===== src/b64enc_pkg.sv =====
// ----------------------------------------------------------------------------
// b64enc_pkg
// Shared types, constants and the sextet-to-character mapping.
// ----------------------------------------------------------------------------
package b64enc_pkg;

   localparam int unsigned BYTE_W  = 8;
   localparam int unsigned CHAR_W  = 7;
   localparam int unsigned GROUP_W = 24;

   localparam logic [CHAR_W-1:0] CHAR_UPPER_A = 7'h41;  // 'A'
   localparam logic [CHAR_W-1:0] CHAR_LOWER_OFS = 7'h47; // 'a' - 26
   localparam logic [CHAR_W-1:0] CHAR_DIGIT_OFS = 7'h7C; // '0' - 52, mod 128
   localparam logic [CHAR_W-1:0] CHAR_PLUS  = 7'h2B;    // '+'
   localparam logic [CHAR_W-1:0] CHAR_SLASH = 7'h2F;    // '/'
   localparam logic [CHAR_W-1:0] CHAR_PAD   = 7'h3D;    // '='

   localparam logic [5:0] SEXTET_MASK = 6'h3F;

   // one complete or final group handed from front to back
   typedef struct packed {
      logic [GROUP_W-1:0] grp;
      logic [1:0]         nbytes;   // 1..3 real bytes in grp
      logic               last;
   } grp_entry_type;

   function automatic logic [CHAR_W-1:0] sextet_char(input logic [5:0] v);
      logic [5:0]        s;
      logic [CHAR_W-1:0] c;
      s = v & SEXTET_MASK;
      if (s < 6'd26) begin
         c = {1'b0, s} + CHAR_UPPER_A;
      end else if (s < 6'd52) begin
         c = {1'b0, s} + CHAR_LOWER_OFS;
      end else if (s < 6'd62) begin
         c = {1'b0, s} + CHAR_DIGIT_OFS;
      end else if (s == 6'd62) begin
         c = CHAR_PLUS;
      end else begin
         c = CHAR_SLASH;
      end
      return c;
   endfunction

endpackage


===== src/b64enc_front.sv =====
// ----------------------------------------------------------------------------
// b64enc_front
// Collects input bytes into groups of three and pushes finished groups.
// ----------------------------------------------------------------------------
module b64enc_front (
   input  logic                         clock,
   input  logic                         reset,
   input  logic                         req_tvalid,
   output logic                         req_tready,
   input  logic [7:0]                   req_tdata,
   input  logic                         req_tlast,
   output logic                         push,
   output b64enc_pkg::grp_entry_type    push_entry,
   input  logic                         push_ready
);
   import b64enc_pkg::*;

   logic [15:0] pend_ff, pend_in;
   logic [1:0]  cnt_ff, cnt_in;
   logic        beat;
   logic        emit;

   assign req_tready = push_ready;
   assign beat       = req_tvalid & req_tready;
   assign emit       = req_tlast | cnt_ff[1];
   assign push       = beat & emit;

   always_comb begin
      push_entry.last = req_tlast;
      case (cnt_ff)
         2'd0: begin
            push_entry.grp    = {req_tdata, 16'h0000};
            push_entry.nbytes = 2'd1;
         end
         2'd1: begin
            push_entry.grp    = {pend_ff[15:8], req_tdata, 8'h00};
            push_entry.nbytes = 2'd2;
         end
         default: begin
            // a count of three is treated as two
            push_entry.grp    = {pend_ff, req_tdata};
            push_entry.nbytes = 2'd3;
         end
      endcase
   end

   always_comb begin
      pend_in = pend_ff;
      cnt_in  = cnt_ff;
      if (beat) begin
         if (emit) begin
            pend_in = 16'h0000;
            cnt_in  = 2'd0;
         end else if (cnt_ff == 2'd0) begin
            pend_in = {req_tdata, 8'h00};
            cnt_in  = 2'd1;
         end else begin
            pend_in = {pend_ff[15:8], req_tdata};
            cnt_in  = 2'd2;
         end
      end
   end

   always_ff @(posedge clock) begin
      if (reset) begin
         pend_ff <= 16'h0000;
         cnt_ff  <= 2'd0;
      end else begin
         pend_ff <= pend_in;
         cnt_ff  <= cnt_in;
      end
   end

endmodule


===== src/b64enc_queue.sv =====
// ----------------------------------------------------------------------------
// b64enc_queue
// Small register queue of group entries between front and back.
// ----------------------------------------------------------------------------
module b64enc_queue #(
   parameter int unsigned DEPTH = 2
) (
   input  logic                         clock,
   input  logic                         reset,
   input  logic                         push,
   input  b64enc_pkg::grp_entry_type    push_entry,
   output logic                         push_ready,
   input  logic                         pop,
   output b64enc_pkg::grp_entry_type    pop_entry,
   output logic                         pop_valid
);
   import b64enc_pkg::*;

   localparam int unsigned PTR_W = $clog2(DEPTH);
   localparam int unsigned CNT_W = $clog2(DEPTH + 1);
   localparam logic [PTR_W-1:0] PTR_LAST = PTR_W'(DEPTH - 1);
   localparam logic [CNT_W-1:0] CNT_FULL = CNT_W'(DEPTH);

   grp_entry_type    mem_ff [DEPTH];
   logic [PTR_W-1:0] wptr_ff, wptr_in, rptr_ff, rptr_in;
   logic [CNT_W-1:0] cnt_ff, cnt_in;
   logic             do_push, do_pop;

   assign push_ready = (cnt_ff != CNT_FULL);
   assign pop_valid  = (cnt_ff != '0);
   assign pop_entry  = mem_ff[rptr_ff];
   assign do_push    = push & push_ready;
   assign do_pop     = pop & pop_valid;

   always_comb begin
      wptr_in = wptr_ff;
      rptr_in = rptr_ff;
      cnt_in  = cnt_ff;
      if (do_push) begin
         wptr_in = (wptr_ff == PTR_LAST) ? '0 : wptr_ff + 1'b1;
      end
      if (do_pop) begin
         rptr_in = (rptr_ff == PTR_LAST) ? '0 : rptr_ff + 1'b1;
      end
      if (do_push & ~do_pop) begin
         cnt_in = cnt_ff + 1'b1;
      end else if (do_pop & ~do_push) begin
         cnt_in = cnt_ff - 1'b1;
      end
   end

   always_ff @(posedge clock) begin
      if (reset) begin
         wptr_ff <= '0;
         rptr_ff <= '0;
         cnt_ff  <= '0;
      end else begin
         wptr_ff <= wptr_in;
         rptr_ff <= rptr_in;
         cnt_ff  <= cnt_in;
      end
   end

   always_ff @(posedge clock) begin
      if (do_push) begin
         mem_ff[wptr_ff] <= push_entry;
      end
   end

endmodule


===== src/b64enc_back.sv =====
// ----------------------------------------------------------------------------
// b64enc_back
// Turns each group into four characters, one per cycle unless the output stalls, into an output register.
// ----------------------------------------------------------------------------
module b64enc_back (
   input  logic                         clock,
   input  logic                         reset,
   input  logic                         pop_valid,
   input  b64enc_pkg::grp_entry_type    pop_entry,
   output logic                         pop,
   output logic                         rsp_tvalid,
   input  logic                         rsp_tready,
   output logic [7:0]                   rsp_tdata,
   output logic                         rsp_tlast
);
   import b64enc_pkg::*;

   grp_entry_type     cur_ff, cur_in;
   logic              busy_ff, busy_in;
   logic [1:0]        idx_ff, idx_in;
   logic              ovalid_ff, ovalid_in;
   logic [CHAR_W-1:0] ochar_ff, ochar_in;
   logic              olast_ff, olast_in;
   logic              step;
   logic [5:0]        sextet;
   logic [CHAR_W-1:0] ch;

   assign step = busy_ff & (~ovalid_ff | rsp_tready);
   // load a new group when idle or as the last character leaves
   assign pop  = ~busy_ff | (step & (idx_ff == 2'd3));

   always_comb begin
      case (idx_ff)
         2'd0:    sextet = cur_ff.grp[23:18];
         2'd1:    sextet = cur_ff.grp[17:12];
         2'd2:    sextet = cur_ff.grp[11:6];
         default: sextet = cur_ff.grp[5:0];
      endcase
      ch = (idx_ff > cur_ff.nbytes) ? CHAR_PAD : sextet_char(sextet);
   end

   always_comb begin
      cur_in    = cur_ff;
      busy_in   = busy_ff;
      idx_in    = idx_ff;
      ovalid_in = ovalid_ff;
      ochar_in  = ochar_ff;
      olast_in  = olast_ff;
      if (ovalid_ff & rsp_tready) begin
         ovalid_in = 1'b0;
      end
      if (step) begin
         ovalid_in = 1'b1;
         ochar_in  = ch;
         olast_in  = cur_ff.last & (idx_ff == 2'd3);
         idx_in    = idx_ff + 2'd1;
         if (idx_ff == 2'd3) begin
            busy_in = 1'b0;
         end
      end
      if (pop & pop_valid) begin
         cur_in  = pop_entry;
         busy_in = 1'b1;
         idx_in  = 2'd0;
      end
   end

   always_ff @(posedge clock) begin
      if (reset) begin
         busy_ff   <= 1'b0;
         idx_ff    <= 2'd0;
         ovalid_ff <= 1'b0;
      end else begin
         busy_ff   <= busy_in;
         idx_ff    <= idx_in;
         ovalid_ff <= ovalid_in;
      end
   end

   always_ff @(posedge clock) begin
      cur_ff   <= cur_in;
      ochar_ff <= ochar_in;
      olast_ff <= olast_in;
   end

   assign rsp_tvalid = ovalid_ff;
   assign rsp_tdata  = {1'b0, ochar_ff};
   assign rsp_tlast  = olast_ff;

endmodule


===== src/base64_stream_encoder.sv =====
// a group's closing byte is written into the group queue, the back part loads it, and
// its first character is registered; throughput: 4 characters per group at 1 character
// per cycle while the output does not stall; the back part's serializer sets that rate
// reset: synchronous, active high; clears held bytes, the group queue and the output
// ----------------------------------------------------------------------------
// base64_stream_encoder
// Streaming base64 encoder with padding; front groups bytes, back emits characters.
// ----------------------------------------------------------------------------
module base64_stream_encoder #(
   parameter int unsigned QUEUE_DEPTH = 2
) (
   input  logic       clock,
   input  logic       reset,
   input  logic       req_tvalid,
   output logic       req_tready,
   input  logic [7:0] req_tdata,    // [7:0] data_byte
   input  logic       req_tlast,    // final_byte
   output logic       rsp_tvalid,
   input  logic       rsp_tready,
   output logic [7:0] rsp_tdata,    // [6:0] out_char, [7] zero
   output logic       rsp_tlast     // end_of_text
);
   import b64enc_pkg::*;

   logic          push, push_ready, pop, pop_valid;
   grp_entry_type push_entry, pop_entry;

   b64enc_front u_front (
      .clock      (clock),
      .reset      (reset),
      .req_tvalid (req_tvalid),
      .req_tready (req_tready),
      .req_tdata  (req_tdata),
      .req_tlast  (req_tlast),
      .push       (push),
      .push_entry (push_entry),
      .push_ready (push_ready)
   );

   b64enc_queue #(
      .DEPTH (QUEUE_DEPTH)
   ) u_queue (
      .clock      (clock),
      .reset      (reset),
      .push       (push),
      .push_entry (push_entry),
      .push_ready (push_ready),
      .pop        (pop),
      .pop_entry  (pop_entry),
      .pop_valid  (pop_valid)
   );

   b64enc_back u_back (
      .clock      (clock),
      .reset      (reset),
      .pop_valid  (pop_valid),
      .pop_entry  (pop_entry),
      .pop        (pop),
      .rsp_tvalid (rsp_tvalid),
      .rsp_tready (rsp_tready),
      .rsp_tdata  (rsp_tdata),
      .rsp_tlast  (rsp_tlast)
   );

endmodule


===== config.mk =====
export PLATFORM = sky130hd
export DESIGN_NAME = base64_stream_encoder
export DESIGN_NICKNAME = d
export VERILOG_FILES = /design/src/b64enc_pkg.sv /design/src/b64enc_front.sv /design/src/b64enc_queue.sv /design/src/b64enc_back.sv /design/src/base64_stream_encoder.sv
export SDC_FILE = /design/constraint.sdc
export NUM_CORES = 1
export LEC_CHECK = 0
export ABC_CLOCK_PERIOD_IN_PS = 6750
export BUFFER_PORTS_ARGS = -buffer_cell sky130_fd_sc_hd__buf_2
export CORE_UTILIZATION = 60
export CTS_CLUSTER_SIZE = 24
export DETAILED_ROUTE_END_ITERATION = 16
export PLACE_DENSITY_LB_ADDON = 0.15
export SLEW_MARGIN = 30
export SYNTH_ARGS = -nofsm -noshare
export SYNTH_HDL_FRONTEND = slang
export SYNTH_HIERARCHICAL = 1
export SYNTH_SLANG_ARGS = --single-unit

===== constraint.sdc =====
create_clock -name clock -period 6.75 [get_ports clock]
set_input_delay 0.3375 -clock clock [delete_from_list [all_inputs] [get_ports clock]]
set_output_delay 0.3375 -clock clock [all_outputs]
set_load 0.1 [all_outputs]

Word-level counts from Yosys, hierarchy flattened
Memory sizes are Yosys's and may differ from the RTL's. A register that Yosys moved wholly into a read port is not among the register bits.
Index checks and enable logic that the tools add are counted.
- bits in registers: 34
- bits in writable memories: 54
- input bits: 13
- output and inout bits: 11
- word-level logic and storage cells: 79
- memories kept: 1
- add/subtract/negate cells: 8
- order comparisons: 4
- equality and inequality tests: 6
- mux-type cells: 21
- bitwise logic cells: 17
- reductions and logical operators: 11
- memories (memory ; depth ; bits a word ; rd ports ; clocked after Yosys merged registers in ; write ports ; line ; text):
    u_queue.mem_ff ; 2 ; 27 ; 1 ; 1 ; 1 ; b64enc_queue.sv:24 ; grp_entry_type mem_ff [DEPTH];
- operator list (cell ; count):
    case mux 26 bit (2 select lines) ; 1
    two-way mux 16 bit ; 2
    adder 6 x 7 -> 7 bit (second input constant) ; 3
    two-way mux 7 bit ; 3
    case mux 6 bit (3 select lines) ; 1
    < comparator 6 bit (second input constant) ; 2
    nonzero test 2 bit ; 6
    AND 1 bit ; 10
    two-way mux 1 bit ; 9
    two-way mux 2 bit ; 4
    equality test 6 bit (second input constant) ; 1
    < comparator 6 x 5 -> 1 bit (second input constant) ; 1
    adder 2 x 1 -> 2 bit (second input constant) ; 2
    equality test 2 x 1 -> 1 bit (second input constant) ; 2
    equality test 2 bit (second input constant) ; 2
    logical NOT 2 bit ; 2
    NOT 1 bit ; 4
    AND reduction 2 bit ; 2
    two-way mux 3 bit ; 1
    OR 1 bit ; 3
    adder 1 bit (second input constant) ; 2
    > comparator 2 bit ; 1
    != test 2 bit (second input constant) ; 1
    OR reduction 2 bit ; 1
    subtractor 2 x 1 -> 2 bit (second input constant) ; 1

Logic depth before layout (Yosys ltp)
- word-level depth: 9
- mapped depth: 11

Modules after synthesis
The synthesis kept the hierarchy.
- by module, submodules not included (module ; times used ; cells an instance ; area each (µm²)):
    b64enc_queue ; 1 ; 108 ; 2168.3
    b64enc_back ; 1 ; 153 ; 1874.3
    b64enc_front ; 1 ; 80 ; 883.3

Least setup slack after synthesis
No wires, ideal clock.
- kind: register to register
- from: register u_back.idx_ff[0]
- to: register u_back.ochar_ff[4] (data pin)
- arrival: 2.268 ns
- data required time: 6.588 ns
- slack: 4.321 ns
- stages on the path, launching flop included: 11
- path buffers: 1
- cell sequence: dfxtp_1 > inv_1 > ha_1 > a222oi_1 > mux2i_1 > buf_2 > ha_1 > o21ai_0 > o21ai_0 > mux2_2 > o2111ai_1
- word-level cells in the longest chain between the ends: 6
- elaborated cells between the ends (all ways): 14
- those cells by class: 3 x add/sub; 4 x order compare; 2 x eq/ne; 4 x mux; 1 x reduce/logical
- RTL lines (element ; line ; text):
    from (decl) ; b64enc_back.sv:20 ; logic [1:0] idx_ff, idx_in;
    from (signal assigned) ; b64enc_back.sv:75 ; idx_ff <= idx_in;
    equality test 2 bit, or another cell as far along ; b64enc_back.sv:33 ; case (idx_ff)
    case mux 6 bit (3 select lines) ; b64enc_back.sv:33 ;
    adder 6 x 7 -> 7 bit / < comparator 6 bit (equally long branches) ; b64enc_pkg.sv:36, b64enc_pkg.sv:35 ;
    two-way mux 7 bit ; b64enc_pkg.sv:35 ; end else if (s < 6'd62) begin
    two-way mux 7 bit ; b64enc_pkg.sv:33 ; end else if (s < 6'd52) begin
    two-way mux 7 bit ; b64enc_pkg.sv:31 ; if (s < 6'd26) begin
    to (signal assigned) ; b64enc_back.sv:82 ; ochar_ff <= ochar_in;
    to (decl) ; b64enc_back.sv:22 ; logic [CHAR_W-1:0] ochar_ff, ochar_in;
Parallel ways exist; a longest one is shown, timed or not.
A chain may end at the register's enable or synchronous reset.

Worst setup path after layout
- from: register u_back.idx_ff[1]
- to: register u_back.ochar_ff[5] (data pin)
The elaborated chain is that of the path after synthesis.

==> run_summary.xml <==
<?xml version="1.0" encoding="UTF-8"?>
<metrics>
  <group name="floorplan">
    <metric name="die_y" unit="µm">92.61</metric>
    <metric name="fp.dieArea" unit="µm²">8577</metric>
    <metric name="rows" unit="">32</metric>
    <metric name="coreArea" unit="µm²">7848</metric>
    <metric name="floorplan.die.width" unit="µm">92.61</metric>
    <metric name="boundaryPins" unit="">24</metric>
    <metric name="floorplan.initialDensity" unit="%">62.77</metric>
  </group>
  <group name="route">
    <metric name="routedWlPerCell" unit="µm">17.53</metric>
    <metric name="vias" unit="">2846</metric>
    <metric name="drtIter0Drc" unit="">228</metric>
    <metric name="drt_first_pass_iters" unit="">6</metric>
    <metric name="remaining_drc_errors" unit="">0</metric>
    <metric name="wirelength" unit="mm">8.556</metric>
    <metric name="ant_nets" unit="">0</metric>
    <metric name="routed_via_density" unit="">5.832</metric>
  </group>
  <group name="logic_synthesis">
    <metric name="netlist.area_leader.share" unit="%">54.25</metric>
    <metric name="ys_ff_latch" unit="">116</metric>
    <metric name="synth_cell_types" unit="">52</metric>
    <metric name="synthCells" unit="">341</metric>
    <metric name="yosys_warnings" unit="">6</metric>
    <metric name="synth_largest_area_cell" unit="">edfxtp_1</metric>
    <metric name="share_of_the_yosys_chip_area_belonging_to_registers" unit="%">65.23</metric>
    <metric name="synth_top_cells_by_area" unit="">edfxtp_1 (54%), dfxtp_1 (11%), mux2_2 (8.5%), a22o_1 (4.3%), ha_1 (2.5%)</metric>
    <metric name="yosys_most_used_dff" unit="">edfxtp_1</metric>
    <metric name="avgSynthCellArea" unit="µm²">14.45</metric>
    <metric name="synth_area" unit="µm²">4926</metric>
    <metric name="async_reset_ff_share" unit="%">0</metric>
    <metric name="number_of_enable_flip_flop_cells_after_synthesis" unit="">89</metric>
    <metric name="mappedNetlistNets" unit="">364</metric>
  </group>
  <group name="min_path">
    <metric name="min-delay-path-class" unit="">in -&gt; reg</metric>
  </group>
  <group name="pwr">
    <metric name="netSwitchingFraction" unit="%">34.83</metric>
    <metric name="power_density" unit="nW/µm²">483.1</metric>
    <metric name="seq_power_share" unit="%">37.2</metric>
    <metric name="clkPwrFrac" unit="%">29.7</metric>
    <metric name="leakage" unit="nW">2.083</metric>
    <metric name="combinationalPowerShare" unit="%">33.1</metric>
    <metric name="internal_power" unit="mW">1.776</metric>
    <metric name="vdd_ir_drop_max" unit="µV">222.5</metric>
    <metric name="netSwitchingPower" unit="µW">949.5</metric>
  </group>
  <group name="final_layout">
    <metric name="post_layout_nonfiller_instances" unit="">488</metric>
    <metric name="drive_gt1_share" unit="%">26.42</metric>
    <metric name="layout.cells.most_common" unit="">edfxtp_1</metric>
    <metric name="stdcell_area" unit="µm²">5643</metric>
    <metric name="final_net_count" unit="">396</metric>
    <metric name="final_cell_mix" unit="">edfxtp_1 (89), mux2_2 (37), dfxtp_1 (27)</metric>
    <metric name="areaGrowthSynthToFinish" unit="%">14.55</metric>
    <metric name="inserted_diodes" unit="">0</metric>
  </group>
  <group name="placement">
    <metric name="place.gp.congestion" unit="">0.8946</metric>
    <metric name="post_dp_cell_area" unit="µm²">5102</metric>
    <metric name="dp.cells" unit="">456</metric>
    <metric name="io_buffers" unit="">22</metric>
    <metric name="estimated_wirelength_of_the_detail_placed_design" unit="mm">5.542</metric>
  </group>
  <group name="clock_tree">
    <metric name="clock_path_buffers" unit="">2</metric>
    <metric name="tritoncts_num_sinks" unit="">116</metric>
    <metric name="cts_hold_buffers" unit="">0</metric>
    <metric name="post-cts-setup-buffer-count" unit="">0</metric>
    <metric name="cts.htree.levels" unit="">4</metric>
    <metric name="clk_latency" unit="ps">500</metric>
    <metric name="cts.clk_slew.worst_paths" unit="ps">60</metric>
    <metric name="clockRootBuffer" unit="">clkbuf_8</metric>
    <metric name="cts_tree" unit="">done</metric>
    <metric name="number_of_cts_inserted_buffers" unit="">17</metric>
    <metric name="cts_repair_resize_count" unit="">0</metric>
  </group>
  <group name="sta">
    <metric name="finalSetupViolations" unit="">0</metric>
    <metric name="hold_ws" unit="ps">102.0</metric>
    <metric name="timing_max_transition_violations_final" unit="">0</metric>
    <metric name="finalWorstPathRequiredPeriod" unit="ps">3108</metric>
    <metric name="final.period_utilization" unit="%">46.05</metric>
    <metric name="finalClockSkew" unit="ps">12.61</metric>
    <metric name="setup-tns-final" unit="ps">0</metric>
    <metric name="maxClockFrequency" unit="GHz">0.3217</metric>
    <metric name="slew-limit-headroom" unit="%">45.22</metric>
    <metric name="timing.final.hold_violations" unit="">0</metric>
    <metric name="transition_time_of_the_tightest_slew_check_pin" unit="ps">821.8</metric>
    <metric name="setup_repair_after_global_routing_missed_its_margin" unit="">no</metric>
  </group>
  <group name="grt">
    <metric name="antenna_violations_before_repair" unit="">0</metric>
    <metric name="via_count_of_the_first_global_routing_pass" unit="">2750</metric>
    <metric name="final_global_route_overflow_total" unit="">0</metric>
    <metric name="grt_start_max_net_pins" unit="">30</metric>
    <metric name="grt.total_usage" unit="%">21.90</metric>
    <metric name="global_route_wire_length_before_repair" unit="mm">13.74</metric>
  </group>
  <group name="worst_setup_path">
    <metric name="crit_path_end" unit="">u_back/ochar_ff[5]$_SDFFCE_PN1P_</metric>
    <metric name="critical_path.startpoint" unit="">u_back/idx_ff[1]$_SDFFE_PP0P_</metric>
    <metric name="r2r_setup_slack" unit="ps">3640</metric>
    <metric name="worst-r2r-cell-count" unit="">8</metric>
    <metric name="crit_required" unit="ps">6980</metric>
    <metric name="regToRegEndpoint" unit="">u_back/ochar_ff[5]$_SDFFCE_PN1P_</metric>
    <metric name="arrival" unit="ps">3330</metric>
    <metric name="timing.critical_path.fanout_max" unit="">12</metric>
    <metric name="reg2reg_from" unit="">u_back/idx_ff[1]$_SDFFE_PP0P_</metric>
    <metric name="kind_of_end_point_of_the_critical_path" unit="">flop</metric>
    <metric name="worst-setup-path-type" unit="">reg -&gt; reg</metric>
    <metric name="worst_setup_path_start_kind" unit="">flop</metric>
  </group>
  <group name="status">
    <metric name="result_of_the_run" unit="">completed</metric>
  </group>
  <group name="flow_run">
    <metric name="maxCapViolations" unit="">0</metric>
  </group>
</metrics>
==> metrics by stage <==
step           setup WS (ps)  total power [mW]  util (%)
2_1_floorplan           4321             1.745         -
3_3_place_gp            3998             1.890     65.02
3_5_place_dp            3801             1.912     65.02
4_1_cts                 3776             2.725     71.91
5_1_grt                 3421             2.849     71.91
6_report                3642             2.726     71.91
==> critical path: stages (launching register included) <==
cell and delay (ps):
dfxtp_1 380, ha_1 450, a21oi_1 80, a21oi_1 680, ha_1 410, nand2_1 120
nand2_1 120, a21oi_1 50, o311ai_0 540
==> sequential cells by signal, indices dropped and copies added (netlist names), named ones only <==
| name | flops |
|---|---|
| u_front/pend_ff | 16 |
| u_back/cur_ff | 27 |
| u_queue/mem_ff | 54 |
| u_back/idx_ff | 2 |
| u_back/rsp_tvalid | 1 |
| u_queue/wptr_ff | 1 |
| u_back/rsp_tlast | 1 |
| u_back/busy_ff | 1 |
| u_queue/rptr_ff | 1 |
| u_queue/cnt_ff | 2 |
| u_front/cnt_ff | 2 |
| u_back/ochar_ff | 7 |
==> power by group through the flow <==
stage / Clock [mW] / Combinational, mW / Sequential [mW]
detailed placement: 0 / 0.886 / 1.03
CTS: 0.815 / 0.895 / 1.02
global route: 0.843 / 0.978 / 1.03
floorplan: 0 / 0.567 / 1.18
global placement: 0 / 0.867 / 1.02
finish: 0.809 / 0.903 / 1.01
==> layer usage <==
| metal | track usage, % | vias to the layer above | share of wire (%) |
|---|---|---|---|
| met2 | 34.44 | 110 | 49 |
| li1 | - | 1361 | - |
| met4 | 11.15 | 0 | 1.4 |
| met1 | 28.80 | 1363 | 45 |
| met5 | 0 | - | 0 |
| met3 | 4.844 | 12 | 4.9 |
==> worst min path at each step <==
stage	from	to	cells after the start
after CTS	req_tdata[5]	u_front/pend_ff[13]$_SDFFE_PP0P_	2
after floorplan	reset	u_back/rsp_tvalid$_SDFFE_PP0P_	1
after detailed placement	u_front/pend_ff[10]$_SDFFE_PP0P_	u_front/pend_ff[10]$_SDFFE_PP0P_	1
after global placement	u_front/pend_ff[8]$_SDFFE_PP0P_	u_front/pend_ff[8]$_SDFFE_PP0P_	1
after global routing	req_tdata[5]	u_front/pend_ff[13]$_SDFFE_PP0P_	2
final	req_tdata[1]	u_front/pend_ff[1]$_SDFFE_PP0P_	2
==> kinds of logic after synthesis <==
logic type | Yosys count | share of synthesized area (%)
AND/OR/NAND/NOR | 71 | 8.458
other | 1 | 0.07613
XOR/XNOR | 7 | 1.245
buffers and inverters | 27 | 2.921
multiplexers | 39 | 8.865
flip-flops | 116 | 65.23
adder cells (fa/ha/maj) | 10 | 2.540
AO/OA/AOI/OAI | 70 | 10.67
==> Yosys cell counts (all sizes together) (2+ instances only) <==
master,instances
a222oi,3
ha,10
mux2i,2
nor3,4
nor2,15
or3,2
nand3b,2
xor2,5
nand2b,4
a22oi,5
a22o,24
o21ai,8
o211a,2
edfxtp,89
inv,14
buf,12
nand3,2
nor2b,3
and2,12
mux2,37
nor4,3
o311ai,2
dfxtp,27
xnor2,2
a21oi,16
nand2,18
==> cell type report <==
type	count	area [µm²]
clock inverter	11	111.4
inverter	14	52.55
tap	102	127.6
fill	540	2205
timing repair buffer	26	140.1
sequential	116	3213
multi-input combinational	198	1569
clock buffer	21	429.2
Note: power is estimated with default switching activity, not from simulation.
